[src/rtl/tsn_pkg.sv]
`timescale 1ns / 1ps

package tsn_pkg;

    // telnet protocol bytes
    localparam logic [7:0] TN_IAC  = 8'hFF;
    localparam logic [7:0] TN_DONT = 8'hFE;
    localparam logic [7:0] TN_DO   = 8'hFD;
    localparam logic [7:0] TN_WONT = 8'hFC;
    localparam logic [7:0] TN_WILL = 8'hFB;
    localparam logic [7:0] TN_SB   = 8'hFA;
    localparam logic [7:0] TN_SE   = 8'hF0;

    localparam logic [7:0] OP_ECHO  = 8'd1;
    localparam logic [7:0] OP_SGA   = 8'd3;
    localparam logic [7:0] OP_TTYPE = 8'd24;
    localparam logic [7:0] OP_NAWS  = 8'd31;
    localparam logic [7:0] TTYPE_SEND = 8'd1;
    localparam logic [7:0] TTYPE_IS   = 8'd0;

    // input actions
    localparam logic [1:0] ACT_RX     = 2'd0;
    localparam logic [1:0] ACT_USER   = 2'd1;
    localparam logic [1:0] ACT_RESIZE = 2'd2;
    localparam logic [1:0] ACT_START  = 2'd3;

    // pending verb codes, verb byte minus WILL
    localparam logic [1:0] VB_WILL = 2'd0;
    localparam logic [1:0] VB_WONT = 2'd1;
    localparam logic [1:0] VB_DO   = 2'd2;

    localparam logic [15:0] RST_COLUMNS = 16'd80;
    localparam logic [15:0] RST_ROWS    = 16'd24;

    // IS byte followed by the terminal name
    localparam int TNAME_LEN = 15;

    localparam int QDEPTH = 4;
    localparam int QAW    = $clog2(QDEPTH);

    typedef enum logic [2:0] {
        PS_DATA   = 3'd0,
        PS_IAC    = 3'd1,
        PS_NEG    = 3'd2,
        PS_SB     = 3'd3,
        PS_SB_IAC = 3'd4
    } t_pstate;

    typedef enum logic [2:0] {
        TK_DATA,
        TK_USER,
        TK_CMD,
        TK_CMDWIN,
        TK_WIN,
        TK_TTYPE
    } t_kind;

    typedef enum logic [2:0] {
        BS_FIRST,
        BS_DUP,
        BS_CMD,
        BS_SBHDR,
        BS_WVAL,
        BS_TNAME,
        BS_TAIL
    } t_bstate;

    typedef struct packed {
        t_kind       kind;
        logic [7:0]  b0;
        logic [7:0]  b1;
        logic [15:0] cols;
        logic [15:0] rows;
    } t_tok;

    typedef struct packed {
        logic push;
        t_tok tok;
    } t_qwr;

    typedef struct packed {
        logic valid;
        t_tok tok;
    } t_qrd;

    function automatic logic [7:0] tn_name_char(input logic [3:0] idx);
        logic [7:0] c;
        unique case (idx)
            4'd0:    c = TTYPE_IS;
            4'd1:    c = "x";
            4'd2:    c = "t";
            4'd3:    c = "e";
            4'd4:    c = "r";
            4'd5:    c = "m";
            4'd6:    c = "-";
            4'd7:    c = "2";
            4'd8:    c = "5";
            4'd9:    c = "6";
            4'd10:   c = "c";
            4'd11:   c = "o";
            4'd12:   c = "l";
            4'd13:   c = "o";
            4'd14:   c = "r";
            default: c = 8'd0;
        endcase
        return c;
    endfunction

endpackage

[src/rtl/tsn_if.sv]
`timescale 1ns / 1ps

interface tsn_in_if;
    logic        valid;
    logic        ready;
    logic [1:0]  action;
    logic [7:0]  in_byte;
    logic [15:0] new_columns;
    logic [15:0] new_rows;

    modport source (output valid, action, in_byte, new_columns, new_rows, input ready);
    modport sink   (input valid, action, in_byte, new_columns, new_rows, output ready);
endinterface

interface tsn_out_if;
    logic       valid;
    logic       ready;
    logic       destination;
    logic [7:0] out_byte;
    logic       last;

    modport source (output valid, destination, out_byte, last, input ready);
    modport sink   (input valid, destination, out_byte, last, output ready);
endinterface

[src/rtl/telnet_stream_negotiator_core.sv]
`timescale 1ns / 1ps

// channel   dir  transfer when   payload
// i_in      in   valid && ready  action, in_byte, new_columns, new_rows
// o_out     out  valid && ready  destination, out_byte, last
//
// the front parses one item per cycle while the queue is not full and pushes
// at most one token into a four-entry queue; the back expands a token into its
// bytes, one per cycle while o_out is not stalled; a data byte passes through
// the queue and then the o_out stage; a reply has 3 bytes for a verb reply,
// up to 13 for a window report, up to 16 for DO NAWS with its report, 20 for
// the terminal type; i_in.ready drops only while the queue is full;
// o_out is a registered stage; reset is synchronous, with no clearing pass

module telnet_stream_negotiator_core (
    input  logic      i_clk,
    input  logic      i_rst_n,
    tsn_in_if.sink    i_in,
    tsn_out_if.source o_out
);
    import tsn_pkg::*;

    t_qwr wr;
    t_qrd rd;
    logic full;
    logic pop;

    tsn_front u_front (
        .i_clk   (i_clk),
        .i_rst_n (i_rst_n),
        .i_in    (i_in),
        .i_full  (full),
        .o_wr    (wr)
    );

    tsn_queue u_queue (
        .i_clk   (i_clk),
        .i_rst_n (i_rst_n),
        .i_wr    (wr),
        .o_full  (full),
        .i_pop   (pop),
        .o_rd    (rd)
    );

    tsn_back u_back (
        .i_clk   (i_clk),
        .i_rst_n (i_rst_n),
        .i_rd    (rd),
        .o_pop   (pop),
        .o_out   (o_out)
    );

endmodule

[src/rtl/tsn_front.sv]
`timescale 1ns / 1ps

module tsn_front (
    input  logic           i_clk,
    input  logic           i_rst_n,
    tsn_in_if.sink         i_in,
    input  logic           i_full,
    output tsn_pkg::t_qwr  o_wr
);
    import tsn_pkg::*;

    t_pstate     r_ps,    n_ps;
    logic [1:0]  r_verb,  n_verb;
    logic [1:0]  r_sblen, n_sblen;
    logic [7:0]  r_sbopt, n_sbopt;
    logic [7:0]  r_sbsec, n_sbsec;
    logic        r_naws,  n_naws;
    logic [15:0] r_cols,  n_cols;
    logic [15:0] r_rows,  n_rows;

    logic       acc;
    logic [7:0] b;

    assign i_in.ready = !i_full;
    assign acc        = i_in.valid && !i_full;
    assign b          = i_in.in_byte;

    // next state
    always_comb begin
        n_ps    = r_ps;
        n_verb  = r_verb;
        n_sblen = r_sblen;
        n_sbopt = r_sbopt;
        n_sbsec = r_sbsec;
        n_naws  = r_naws;
        n_cols  = r_cols;
        n_rows  = r_rows;
        if (acc) begin
            unique case (i_in.action)
                ACT_RX: begin
                    unique case (r_ps)
                        PS_IAC: begin
                            if (b == TN_IAC) begin
                                n_ps = PS_DATA;
                            end else if (b >= TN_WILL && b <= TN_DONT) begin
                                n_verb = b[1:0] + 2'd1;
                                n_ps   = PS_NEG;
                            end else if (b == TN_SB) begin
                                n_sblen = 2'd0;
                                n_sbopt = 8'd0;
                                n_sbsec = 8'd0;
                                n_ps    = PS_SB;
                            end else begin
                                n_ps = PS_DATA;
                            end
                        end
                        PS_NEG: begin
                            if (r_verb == VB_DO && b == OP_NAWS) begin
                                n_naws = 1'b1;
                            end else if (r_verb == VB_WONT && b == OP_NAWS) begin
                                n_naws = 1'b0;
                            end
                            n_ps = PS_DATA;
                        end
                        PS_SB, PS_SB_IAC: begin
                            if (r_ps == PS_SB && b == TN_IAC) begin
                                n_ps = PS_SB_IAC;
                            end else if (r_ps == PS_SB_IAC && b != TN_IAC) begin
                                n_ps = PS_DATA;
                            end else begin
                                // body byte, or escaped IAC inside the body
                                n_ps = PS_SB;
                                if (r_sblen == 2'd0) begin
                                    n_sbopt = b;
                                    n_sblen = 2'd1;
                                end else if (r_sblen == 2'd1) begin
                                    n_sbsec = b;
                                    n_sblen = 2'd2;
                                end
                            end
                        end
                        default: begin
                            if (b == TN_IAC) begin
                                n_ps = PS_IAC;
                            end
                        end
                    endcase
                end
                ACT_USER: begin
                end
                ACT_RESIZE: begin
                    n_cols = i_in.new_columns;
                    n_rows = i_in.new_rows;
                end
                default: begin
                    n_ps    = PS_DATA;
                    n_sblen = 2'd0;
                    n_sbopt = 8'd0;
                    n_sbsec = 8'd0;
                    n_naws  = 1'b0;
                end
            endcase
        end
    end

    // token to the back end
    always_comb begin
        o_wr.push     = 1'b0;
        o_wr.tok.kind = TK_DATA;
        o_wr.tok.b0   = b;
        o_wr.tok.b1   = b;
        o_wr.tok.cols = r_cols;
        o_wr.tok.rows = r_rows;
        if (acc) begin
            unique case (i_in.action)
                ACT_RX: begin
                    unique case (r_ps)
                        PS_IAC: begin
                            if (b == TN_IAC) begin
                                o_wr.push = 1'b1;
                            end
                        end
                        PS_NEG: begin
                            o_wr.tok.kind = TK_CMD;
                            if (r_verb == VB_WILL) begin
                                o_wr.push   = 1'b1;
                                o_wr.tok.b0 = (b == OP_ECHO || b == OP_SGA) ? TN_DO
                                                                            : TN_DONT;
                            end else if (r_verb == VB_DO) begin
                                o_wr.push = 1'b1;
                                if (b == OP_NAWS) begin
                                    o_wr.tok.kind = TK_CMDWIN;
                                    o_wr.tok.b0   = TN_WILL;
                                end else if (b == OP_TTYPE) begin
                                    o_wr.tok.b0 = TN_WILL;
                                end else begin
                                    o_wr.tok.b0 = TN_WONT;
                                end
                            end
                        end
                        PS_SB: begin
                        end
                        PS_SB_IAC: begin
                            o_wr.tok.kind = TK_TTYPE;
                            o_wr.push     = (b == TN_SE) && (r_sblen == 2'd2) &&
                                            (r_sbopt == OP_TTYPE) && (r_sbsec == TTYPE_SEND);
                        end
                        default: begin
                            o_wr.push = (b != TN_IAC);
                        end
                    endcase
                end
                ACT_USER: begin
                    o_wr.push     = 1'b1;
                    o_wr.tok.kind = TK_USER;
                end
                ACT_RESIZE: begin
                    o_wr.push     = r_naws;
                    o_wr.tok.kind = TK_WIN;
                    o_wr.tok.cols = i_in.new_columns;
                    o_wr.tok.rows = i_in.new_rows;
                end
                default: begin
                end
            endcase
        end
    end

    always_ff @(posedge i_clk) begin
        if (!i_rst_n) begin
            r_ps    <= PS_DATA;
            r_verb  <= 2'd0;
            r_sblen <= 2'd0;
            r_sbopt <= 8'd0;
            r_sbsec <= 8'd0;
            r_naws  <= 1'b0;
            r_cols  <= RST_COLUMNS;
            r_rows  <= RST_ROWS;
        end else begin
            r_ps    <= n_ps;
            r_verb  <= n_verb;
            r_sblen <= n_sblen;
            r_sbopt <= n_sbopt;
            r_sbsec <= n_sbsec;
            r_naws  <= n_naws;
            r_cols  <= n_cols;
            r_rows  <= n_rows;
        end
    end

endmodule

[src/rtl/tsn_queue.sv]
`timescale 1ns / 1ps

module tsn_queue (
    input  logic           i_clk,
    input  logic           i_rst_n,
    input  tsn_pkg::t_qwr  i_wr,
    output logic           o_full,
    input  logic           i_pop,
    output tsn_pkg::t_qrd  o_rd
);
    import tsn_pkg::*;

    t_tok           r_mem [QDEPTH];
    logic [QAW-1:0] r_wp, r_rp;
    logic [QAW:0]   r_cnt;

    assign o_full     = (r_cnt == (QAW+1)'(QDEPTH));
    assign o_rd.valid = (r_cnt != '0);
    assign o_rd.tok   = r_mem[r_rp];

    always_ff @(posedge i_clk) begin
        if (i_wr.push) begin
            r_mem[r_wp] <= i_wr.tok;
        end
    end

    always_ff @(posedge i_clk) begin
        if (!i_rst_n) begin
            r_wp  <= '0;
            r_rp  <= '0;
            r_cnt <= '0;
        end else begin
            if (i_wr.push) begin
                r_wp <= r_wp + 1'b1;
            end
            if (i_pop) begin
                r_rp <= r_rp + 1'b1;
            end
            unique case ({i_wr.push, i_pop})
                2'b10:   r_cnt <= r_cnt + 1'b1;
                2'b01:   r_cnt <= r_cnt - 1'b1;
                default: r_cnt <= r_cnt;
            endcase
        end
    end

endmodule

[src/rtl/tsn_back.sv]
`timescale 1ns / 1ps

module tsn_back (
    input  logic           i_clk,
    input  logic           i_rst_n,
    input  tsn_pkg::t_qrd  i_rd,
    output logic           o_pop,
    tsn_out_if.source      o_out
);
    import tsn_pkg::*;

    t_bstate    r_bs,  n_bs;
    logic [3:0] r_idx, n_idx;
    logic       r_dup, n_dup;

    logic       r_ov;
    logic       r_odest;
    logic [7:0] r_obyte;
    logic       r_olast;

    logic       adv, step;
    logic       e_valid, e_dest, e_end;
    logic [7:0] e_byte;
    logic [7:0] wsel;
    t_tok       tok;

    assign tok  = i_rd.tok;
    assign adv  = !r_ov || o_out.ready;
    assign step = adv && e_valid;

    always_comb begin
        unique case (r_idx[1:0])
            2'd0:    wsel = tok.cols[15:8];
            2'd1:    wsel = tok.cols[7:0];
            2'd2:    wsel = tok.rows[15:8];
            default: wsel = tok.rows[7:0];
        endcase
    end

    // byte for the current step of the head token
    always_comb begin
        e_valid = i_rd.valid;
        e_dest  = 1'b1;
        e_byte  = TN_IAC;
        e_end   = 1'b0;
        unique case (r_bs)
            BS_FIRST: begin
                unique case (tok.kind)
                    TK_DATA: begin
                        e_dest = 1'b0;
                        e_byte = tok.b0;
                        e_end  = 1'b1;
                    end
                    TK_USER: begin
                        e_byte = tok.b0;
                        e_end  = (tok.b0 != TN_IAC);
                    end
                    default: begin
                        e_byte = TN_IAC;
                    end
                endcase
            end
            BS_DUP: begin
                e_end = 1'b1;
            end
            BS_CMD: begin
                e_byte = r_idx[1] ? tok.b1 : tok.b0;
                e_end  = r_idx[1] && (tok.kind == TK_CMD);
            end
            BS_SBHDR: begin
                unique case (r_idx[1:0])
                    2'd0:    e_byte = TN_IAC;
                    2'd1:    e_byte = TN_SB;
                    default: e_byte = (tok.kind == TK_TTYPE) ? OP_TTYPE : OP_NAWS;
                endcase
            end
            BS_WVAL: begin
                e_byte = wsel;
            end
            BS_TNAME: begin
                e_byte = tn_name_char(r_idx);
            end
            default: begin
                e_byte = r_idx[0] ? TN_SE : TN_IAC;
                e_end  = r_idx[0];
            end
        endcase
    end

    assign o_pop = step && e_end;

    // sequencer next state
    always_comb begin
        n_bs  = r_bs;
        n_idx = r_idx;
        n_dup = r_dup;
        if (step) begin
            unique case (r_bs)
                BS_FIRST: begin
                    unique case (tok.kind)
                        TK_DATA: begin
                        end
                        TK_USER: begin
                            if (tok.b0 == TN_IAC) begin
                                n_bs = BS_DUP;
                            end
                        end
                        TK_CMD, TK_CMDWIN: begin
                            n_bs  = BS_CMD;
                            n_idx = 4'd1;
                        end
                        default: begin
                            n_bs  = BS_SBHDR;
                            n_idx = 4'd1;
                        end
                    endcase
                end
                BS_DUP: begin
                    n_bs = BS_FIRST;
                end
                BS_CMD: begin
                    if (r_idx == 4'd2) begin
                        n_idx = 4'd0;
                        n_bs  = (tok.kind == TK_CMDWIN) ? BS_SBHDR : BS_FIRST;
                    end else begin
                        n_idx = r_idx + 4'd1;
                    end
                end
                BS_SBHDR: begin
                    if (r_idx == 4'd2) begin
                        n_idx = 4'd0;
                        n_dup = 1'b0;
                        n_bs  = (tok.kind == TK_TTYPE) ? BS_TNAME : BS_WVAL;
                    end else begin
                        n_idx = r_idx + 4'd1;
                    end
                end
                BS_WVAL: begin
                    // an IAC size byte goes out twice
                    if (wsel == TN_IAC && !r_dup) begin
                        n_dup = 1'b1;
                    end else begin
                        n_dup = 1'b0;
                        if (r_idx == 4'd3) begin
                            n_idx = 4'd0;
                            n_bs  = BS_TAIL;
                        end else begin
                            n_idx = r_idx + 4'd1;
                        end
                    end
                end
                BS_TNAME: begin
                    if (r_idx == 4'(TNAME_LEN - 1)) begin
                        n_idx = 4'd0;
                        n_bs  = BS_TAIL;
                    end else begin
                        n_idx = r_idx + 4'd1;
                    end
                end
                default: begin
                    if (r_idx[0]) begin
                        n_idx = 4'd0;
                        n_bs  = BS_FIRST;
                    end else begin
                        n_idx = r_idx + 4'd1;
                    end
                end
            endcase
        end
    end

    always_ff @(posedge i_clk) begin
        if (!i_rst_n) begin
            r_bs  <= BS_FIRST;
            r_idx <= 4'd0;
            r_dup <= 1'b0;
            r_ov  <= 1'b0;
        end else begin
            r_bs  <= n_bs;
            r_idx <= n_idx;
            r_dup <= n_dup;
            if (adv) begin
                r_ov <= e_valid;
            end
        end
    end

    always_ff @(posedge i_clk) begin
        if (step) begin
            r_odest <= e_dest;
            r_obyte <= e_byte;
            r_olast <= e_end;
        end
    end

    assign o_out.valid       = r_ov;
    assign o_out.destination = r_odest;
    assign o_out.out_byte    = r_obyte;
    assign o_out.last        = r_olast;

endmodule

[src/flat_wrapper.sv]
// flat-port wrapper written by rule: the top's interface ports become plain ports
module telnet_stream_negotiator_core_flat import tsn_pkg::*;
  (i_clk, i_rst_n, i_in_valid, i_in_action, i_in_in_byte, i_in_new_columns, i_in_new_rows, i_in_ready, o_out_valid, o_out_destination, o_out_out_byte, o_out_last, o_out_ready);
  tsn_in_if i_in_i ();
  tsn_out_if o_out_i ();
  input  logic i_clk;
  input  logic i_rst_n;
  input wire logic [$bits(i_in_i.valid)-1:0] i_in_valid;
  input wire logic [$bits(i_in_i.action)-1:0] i_in_action;
  input wire logic [$bits(i_in_i.in_byte)-1:0] i_in_in_byte;
  input wire logic [$bits(i_in_i.new_columns)-1:0] i_in_new_columns;
  input wire logic [$bits(i_in_i.new_rows)-1:0] i_in_new_rows;
  output wire logic [$bits(i_in_i.ready)-1:0] i_in_ready;
  output wire logic [$bits(o_out_i.valid)-1:0] o_out_valid;
  output wire logic [$bits(o_out_i.destination)-1:0] o_out_destination;
  output wire logic [$bits(o_out_i.out_byte)-1:0] o_out_out_byte;
  output wire logic [$bits(o_out_i.last)-1:0] o_out_last;
  input wire logic [$bits(o_out_i.ready)-1:0] o_out_ready;
  assign i_in_i.valid = i_in_valid;
  assign i_in_i.action = i_in_action;
  assign i_in_i.in_byte = i_in_in_byte;
  assign i_in_i.new_columns = i_in_new_columns;
  assign i_in_i.new_rows = i_in_new_rows;
  assign i_in_ready = i_in_i.ready;
  assign o_out_valid = o_out_i.valid;
  assign o_out_destination = o_out_i.destination;
  assign o_out_out_byte = o_out_i.out_byte;
  assign o_out_last = o_out_i.last;
  assign o_out_i.ready = o_out_ready;
  telnet_stream_negotiator_core u_core (.i_clk(i_clk), .i_rst_n(i_rst_n), .i_in(i_in_i), .o_out(o_out_i));
endmodule
[config.mk]
export PLATFORM = sky130hd
export DESIGN_NAME = telnet_stream_negotiator_core_flat
export DESIGN_NICKNAME = d
export VERILOG_FILES = /design/src/rtl/tsn_pkg.sv /design/src/rtl/tsn_if.sv /design/src/rtl/telnet_stream_negotiator_core.sv /design/src/rtl/tsn_front.sv /design/src/rtl/tsn_queue.sv /design/src/rtl/tsn_back.sv /design/src/flat_wrapper.sv
export SDC_FILE = /design/constraint.sdc
export NUM_CORES = 1
export LEC_CHECK = 0
export ABC_AREA = 1
export BUFFER_PORTS_ARGS = -buffer_cell sky130_fd_sc_hd__buf_2
export CAP_MARGIN = 20
export CORE_MARGIN = 2
export CORE_UTILIZATION = 45
export CTS_CLUSTER_DIAMETER = 50
export DETAILED_ROUTE_END_ITERATION = 12
export SYNTH_ARGS = -nofsm -noshare
export SYNTH_HDL_FRONTEND = slang
export SYNTH_SLANG_ARGS = --single-unit
[constraint.sdc]
create_clock -name i_clk -period 9.9 [get_ports i_clk]
set_input_delay 1.98 -clock i_clk [delete_from_list [all_inputs] [get_ports i_clk]]
set_output_delay 1.98 -clock i_clk [all_outputs]
set_load 0.1 [all_outputs]
==> After elaboration in Yosys (flattened, before gate mapping) <==
Memory sizes are Yosys's and may differ from the RTL's. A register that Yosys moved wholly into a read port is not among the register bits.
Index checks and enable logic that the tools add are counted.
{ "totals": {"ff_bits": 82, "latchBits": 0, "ram_bits": 204, "romBits": 112, "inputBits": 46, "n_memories": 2} }
{ "classes": {"n_addsub": 6, "mul": 0, "n_div": 0, "magnitude_cmp": 2, "eq_ne": 61, "shift": 0, "muxes": 90, "bitwise": 3, "reduce_logical": 44} }
{ "memory_table": {"columns": ["name", "words", "width", "read_ports", "rd_ports_with_merged_regs", "wr", "line_no", "source"], "rows": [
  ["u_core.u_queue.r_mem", 4, 51, 1, 1, 1, "tsn_queue.sv:13", "t_tok r_mem [QDEPTH];"],
  ["(no name shown)", 16, 7, 1, 1, 0, "tsn_pkg.sv:88", "unique case (idx)"]
]} }
{ "ops": {"columns": ["operator", "n"], "rows": [
  ["two-way mux 8 bit", 16],
  ["one-hot mux 8 bit (2 select lines)", 5],
  ["two-way mux 32 bit", 2],
  ["one-hot mux 8 bit (6 select lines)", 1],
  ["equality test 8 bit (second input constant)", 5],
  ["two-way mux 3 bit", 12],
  ["two-way mux 4 bit", 9],
  ["two-way mux 2 bit", 15],
  ["inequality test 3 bit (second input constant)", 10],
  ["AND reduction 9 bit", 3],
  ["equality test 8 x 5 -> 1 bit (second input constant)", 3],
  ["two-way mux 12 bit", 2],
  ["one-hot mux 8 bit (3 select lines)", 1],
  ["one-hot mux 4 bit (5 select lines)", 1],
  ["equality test 3 x 2 -> 1 bit (second input constant)", 6],
  ["one-hot mux 3 bit (2 select lines)", 3],
  ["one-hot mux 3 bit (3 select lines)", 2],
  ["one-hot mux 3 bit (6 select lines)", 1],
  ["equality test 8 x 1 -> 1 bit (second input constant)", 2],
  ["inequality test 8 bit (second input constant)", 2],
  ["equality test 3 bit (second input constant)", 5],
  ["inequality test 2 bit (second input constant)", 7],
  ["logical AND 1 bit", 13],
  ["two-way mux 1 bit", 12],
  ["35 further kinds", 68]
]} }

==> Longest topological paths before layout <==
{ "depth": {"ltp_word": 10, "mapped_depth": 24, "ltp_nobuf": 23} }

==> Hierarchy <==
Synthesis repeated with hierarchy kept, for this count alone.
{ "unflattened": {"cells_unflattened": 1455, "hier_area_um2": 13894.6} }
{ "modules_own_cells": {"columns": ["module", "n_inst", "cells_per_inst", "area_per_inst_um2", "seq_area_each_um2"], "rows": [
  ["tsn_queue", 1, 552, 8036.5, 6306.0],
  ["tsn_front", 1, 532, 3469.6, 1121.1],
  ["tsn_back", 1, 371, 2388.5, 620.6]
]} }

==> Worst setup path after synthesis <==
Ideal clock, no wire load.
{ "synth_timing": {"path_kind": "input to register", "from": "input i_in_in_byte[1]", "to": "memory u_core.u_queue.r_mem[0][0] in the netlist's numbering (enable)", "setup_ns": 0.460, "t_arrival_ns": 5.148, "path_slack_ns": 4.292, "path_stages": 9, "n_path_buf": 0, "cell_sequence": "inv_1 > ha_1 > nor3b_1 > nand4_1 > nor4_1 > o31ai_1 > nand2_1 > nand2_1 > nor2_1"} }
{ "synth_via": {"elab_chain_len": 9, "word_cells_on_any_way": 12, "classes_between": "3 x eq/ne; 6 x mux; 3 x reduce/logical"} }
{ "synth_rtl": {"columns": ["item", "line_no", "source"], "rows": [
  ["from (decl)", "flat_wrapper.sv:10", "input wire logic [$bits(i_in_i.in_byte)-1:0] i_in_in_byte;"],
  ["equality test 8 bit", "tsn_front.sv:145", "o_wr.push = (b == TN_SE) && (r_sblen == 2'd2) &&"],
  ["logical AND 1 bit (2 in a row)", "tsn_front.sv:145", null],
  ["logical AND 1 bit", "tsn_front.sv:146", "(r_sbopt == OP_TTYPE) && (r_sbsec == TTYPE_SEND);"],
  ["one-hot mux 1 bit (4 select lines) *", "tsn_front.sv:117", "unique case (r_ps)"],
  ["one-hot mux 4 bit (3 select lines) *", "tsn_front.sv:115", "unique case (i_in.action)"],
  ["two-way mux 12 bit *", "tsn_front.sv:114", "if (acc) begin"],
  ["two-way mux 1 bit *", "tsn_queue.sv:22", "if (i_wr.push) begin"],
  ["two-way mux 1 bit (implied by the code) *", "tsn_queue.sv:23", "r_mem[r_wp] <= i_wr.tok;"],
  ["to (decl)", "tsn_queue.sv:13", null]
]} }
Every way passes the cells marked *; elsewhere a longest branch is shown, timed or not.

==> Worst setup path after layout <==
{ "layout_timing": {"from": "input i_in_in_byte[0]", "to": "register u_core.u_queue.r_cnt[2]"} }
{ "layout_via": {"elab_chain_len": 9, "word_cells_on_any_way": 14, "classes_between": "5 x eq/ne; 5 x mux; 4 x reduce/logical"} }
{ "layout_rtl": {"columns": ["item", "line_no", "source"], "rows": [
  ["equality test 8 bit", "tsn_front.sv:145", null],
  ["logical AND 1 bit (2 in a row)", "tsn_front.sv:145", null],
  ["logical AND 1 bit", "tsn_front.sv:146", null],
  ["one-hot mux 1 bit (4 select lines) *", "tsn_front.sv:117", null],
  ["one-hot mux 4 bit (3 select lines) *", "tsn_front.sv:115", null],
  ["two-way mux 12 bit *", "tsn_front.sv:114", null],
  ["equality test 2 x 1 -> 1 bit / equality test 2 bit (equally long branches)", "tsn_queue.sv:39", "unique case ({i_wr.push, i_pop})"],
  ["one-hot mux 3 bit (2 select lines) / nonzero test 2 bit (equally long branches)", null, null],
  ["to (signal assigned)", "tsn_queue.sv:40", "2'b10: r_cnt <= r_cnt + 1'b1;"],
  ["to (signal assigned)", "tsn_queue.sv:41", "2'b01: r_cnt <= r_cnt - 1'b1;"],
  ["to (signal assigned)", "tsn_queue.sv:42", "default: r_cnt <= r_cnt;"],
  ["to (decl)", "tsn_queue.sv:15", "logic [QAW:0] r_cnt;"]
]} }
Marks and branches as above.
A chain may end at the register's enable or synchronous reset.

==> flow_metrics.tcl <==
set metrics [dict create \
    power_mw 3.95 \
    ioPinCount 58 \
    die_w_um 177 \
    clkTransAtPathRegs_ns 0.06 \
    critPathArrivalTime_ns 4.82 \
    path_cells "buf_2 > ha_1 > inv_1 > nor2_1 > inv_2 > nor2_4 > inv_2 > o22ai_1 > o31ai_1 > nand2_1 > nand2_1 > ha_1 > inv_1 > fa_1 > a21oi_1 > o21ai_0 > o21ai_0 > a21oi_1" \
    h-tree-depth 2 \
    start_util_pct 45.5 \
    final.period_utilization_pct 44.7 \
    hp-class "flop to flop" \
    grt_use_total_pct 20.0 \
    fin_util_pct 51.2 \
    cts_buffers 36 \
    num_rows 63 \
    cts_sinks 295 \
    slew_violations 0 \
    synthTopCellsByArea "edfxtp_1, dfxtp_1, nand2_1, inv_1, nor2_1" \
    firstDrtPassIters 5 \
    syn_inst 1421 \
    multi_input_area_um2 4330 \
    ys_seq_area_share_pct 60.0 \
    tns_ns 0 \
    synth_top_area_share_pct 47.9 \
    fp.dieArea_um2 31200 \
    synth_edf_count 214 \
    path_max_fanout 8 \
    antenna_found_initial 0 \
    yosys_warnings 0 \
    drv_cap 0 \
    grt_pass1_wl_um 48800 \
    max_freq_ghz 0.226 \
    avgSynthCellArea_um2 9.44 \
    cts_resized 0 \
    min_period_ns 4.43 \
    nets 1542 \
    root_buffer "clkbuf_16" \
    routed_wl_um 30200 \
    synth_largest_area_cell "edfxtp_1" \
    irDropWorstVdd_mv 0.139 \
    cp.required_ns 10.29 \
    leakagePower_nw 6.07 \
    slew_headroom_pct 43.2 \
    synth_seq_cells 295 \
    cp-start-kind "primary input" \
    drcViolationCount 0 \
    syn-num-nets 1492 \
    vias 9691 \
    cp-end-kind "flop" \
    final_layout_size_suffix_gt1_share_pct 10.8 \
    areaGrowthSynthToFinish_pct 12.5 \
    fillers 2700 \
    core_um2 29500 \
    async_flop_share_pct 0 \
    cts_buffer_depth 3 \
    path_class "primary input to flop" \
    layout_commonest_cell "nand2_1" \
    final-setup-viol-count 0 \
    die_h_um 177 \
    cts_tree "done" \
    clk_latency_ns 0.51 \
    seqCellArea_um2 8050 \
    grt-ovfl-total 0 \
    first_global_vias 9292 \
    power_density_nw_per_um2 262 \
    dp_hpwl_um 18800 \
    antenna_left 0 \
    gp_congestion 0.902 \
    critical-path-max-stage-delay_ns 0.43 \
    netlist_area_um2 13400 \
    rsz0062_at_grt "false" \
    ys.flop_type "edfxtp_1" \
    post_drt_wl_per_cell_um 16.0 \
    grt_max_degree 100 \
    tightest_slew_ns 0.852 \
    drtIter0Drc 785 \
    status "finished clean" \
    antenna_cells 0 \
    critPathSlowestCell "fa_1" \
    final-hold-violation-count 0 \
    port_buffers 57 \
    final_cell_mix "nand2_1, edfxtp_1, inv_1" \
    hold_buffers 0 \
    ys_types 54 \
    vias_per_cell 5.13 \
    fin_skew_ns 0.0136 \
    cts_setup_buffers 0 \
]
## synth_stat cells (all sizes together) (5+ instances only)
library cell and number:
dfxtp 81, inv 191, a31oi 8, buf 38, o21ai 78, nand4 17
nor3 14, nor4 5, edfxtp 214, nor2 181, clkbuf 17, nand2 318
o211ai 6, ha 24, nand3 105, o22ai 10, a21oi 77
## worst max-delay path, delay by kind of cell
kind | cells | cell delay [ns]
adders and majority gates | 3 | 0.88
AOI/OAI and AO/OA | 6 | 0.87
buffers and inverters | 5 | 0.44
and+or+nand+nor | 4 | 0.65
## report_power, final
part | switching, mW | internal [mW]
sequential | 0.0628 | 1.45
combinational | 0.880 | 0.320
clock | 0.509 | 0.727
total | 1.45 | 2.50
## final cells by class
type / instances / share of cell area, %
timing repair buffer: 67 / 2.39
multi-input combinational: 877 / 28.7
clock buffer: 48 / 6.41
clock inverter: 17 / 1.01
tap: 390 / 3.23
sequential: 295 / 53.4
inverter: 194 / 4.89
## flip-flops by register name (all words and copies together) (netlist names), 3 cells and up, named ones only
| name | cells |
|---|---|
| u_core.u_back.o_out.out_byte | 8 |
| u_core.u_back.r_bs | 3 |
| u_core.u_back.r_idx | 4 |
| u_core.u_front.r_cols | 16 |
| u_core.u_front.r_ps | 3 |
| u_core.u_front.r_rows | 16 |
| u_core.u_front.r_sbopt | 8 |
| u_core.u_front.r_sbsec | 8 |
| u_core.u_queue.r_cnt | 3 |
| u_core.u_queue.r_mem | 204 |
## logic make-up after synthesis
| kind of cell | after synthesis | synth area share, % |
|---|---|---|
| flip-flops | 295 | 60.0 |
| AO/OA/AOI/OAI | 206 | 8.93 |
| buffers and inverters | 249 | 7.96 |
| adder cells (fa/ha/maj) | 25 | 2.39 |
| XOR/XNOR | 2 | 0.131 |
| AND/OR/NAND/NOR | 644 | 20.6 |
## path summary, 6_finish.rpt
kind	from	endpoint	slack (ns)	cells past startpoint
worst max register to register	flop	u_core.u_queue.r_cnt[2]	5.75	18
worst max-delay path	i_in_in_byte[0]	u_core.u_queue.r_cnt[2]	5.47	18
worst min-delay path	u_core.u_front.r_rows[4]	u_core.u_front.r_rows[4]	0.45	2
worst min register to register	u_core.u_front.r_rows[4]	u_core.u_front.r_rows[4]	0.45	2
## stage by stage
step / setup slack (ns) / std cells / instance area [um2] / hold WS [ns]
after CTS: 5.51 / 1888 / 15100 / 0.454
after global placement: 5.01 / 1823 / 14000 / 0.432
final: 5.47 / 1888 / 15100 / 0.453
after floorplan: 4.29 / 1421 / 13400 / 0.422
after detailed placement: 4.99 / 1823 / 14000 / 0.440
after global routing: 5.20 / 1888 / 15100 / 0.477
## routing by layer
metal | routed length, um | track usage (%) | vias to the layer above
met3 | 1590 | 3.22 | 49
met4 | 625 | 5.41 | 0
met5 | 0 | 0 | -
met2 | 13800 | 32.1 | 268
met1 | 14200 | 28.2 | 4538
li1 | - | - | 4836
Power figures use the tool's default switching activity.
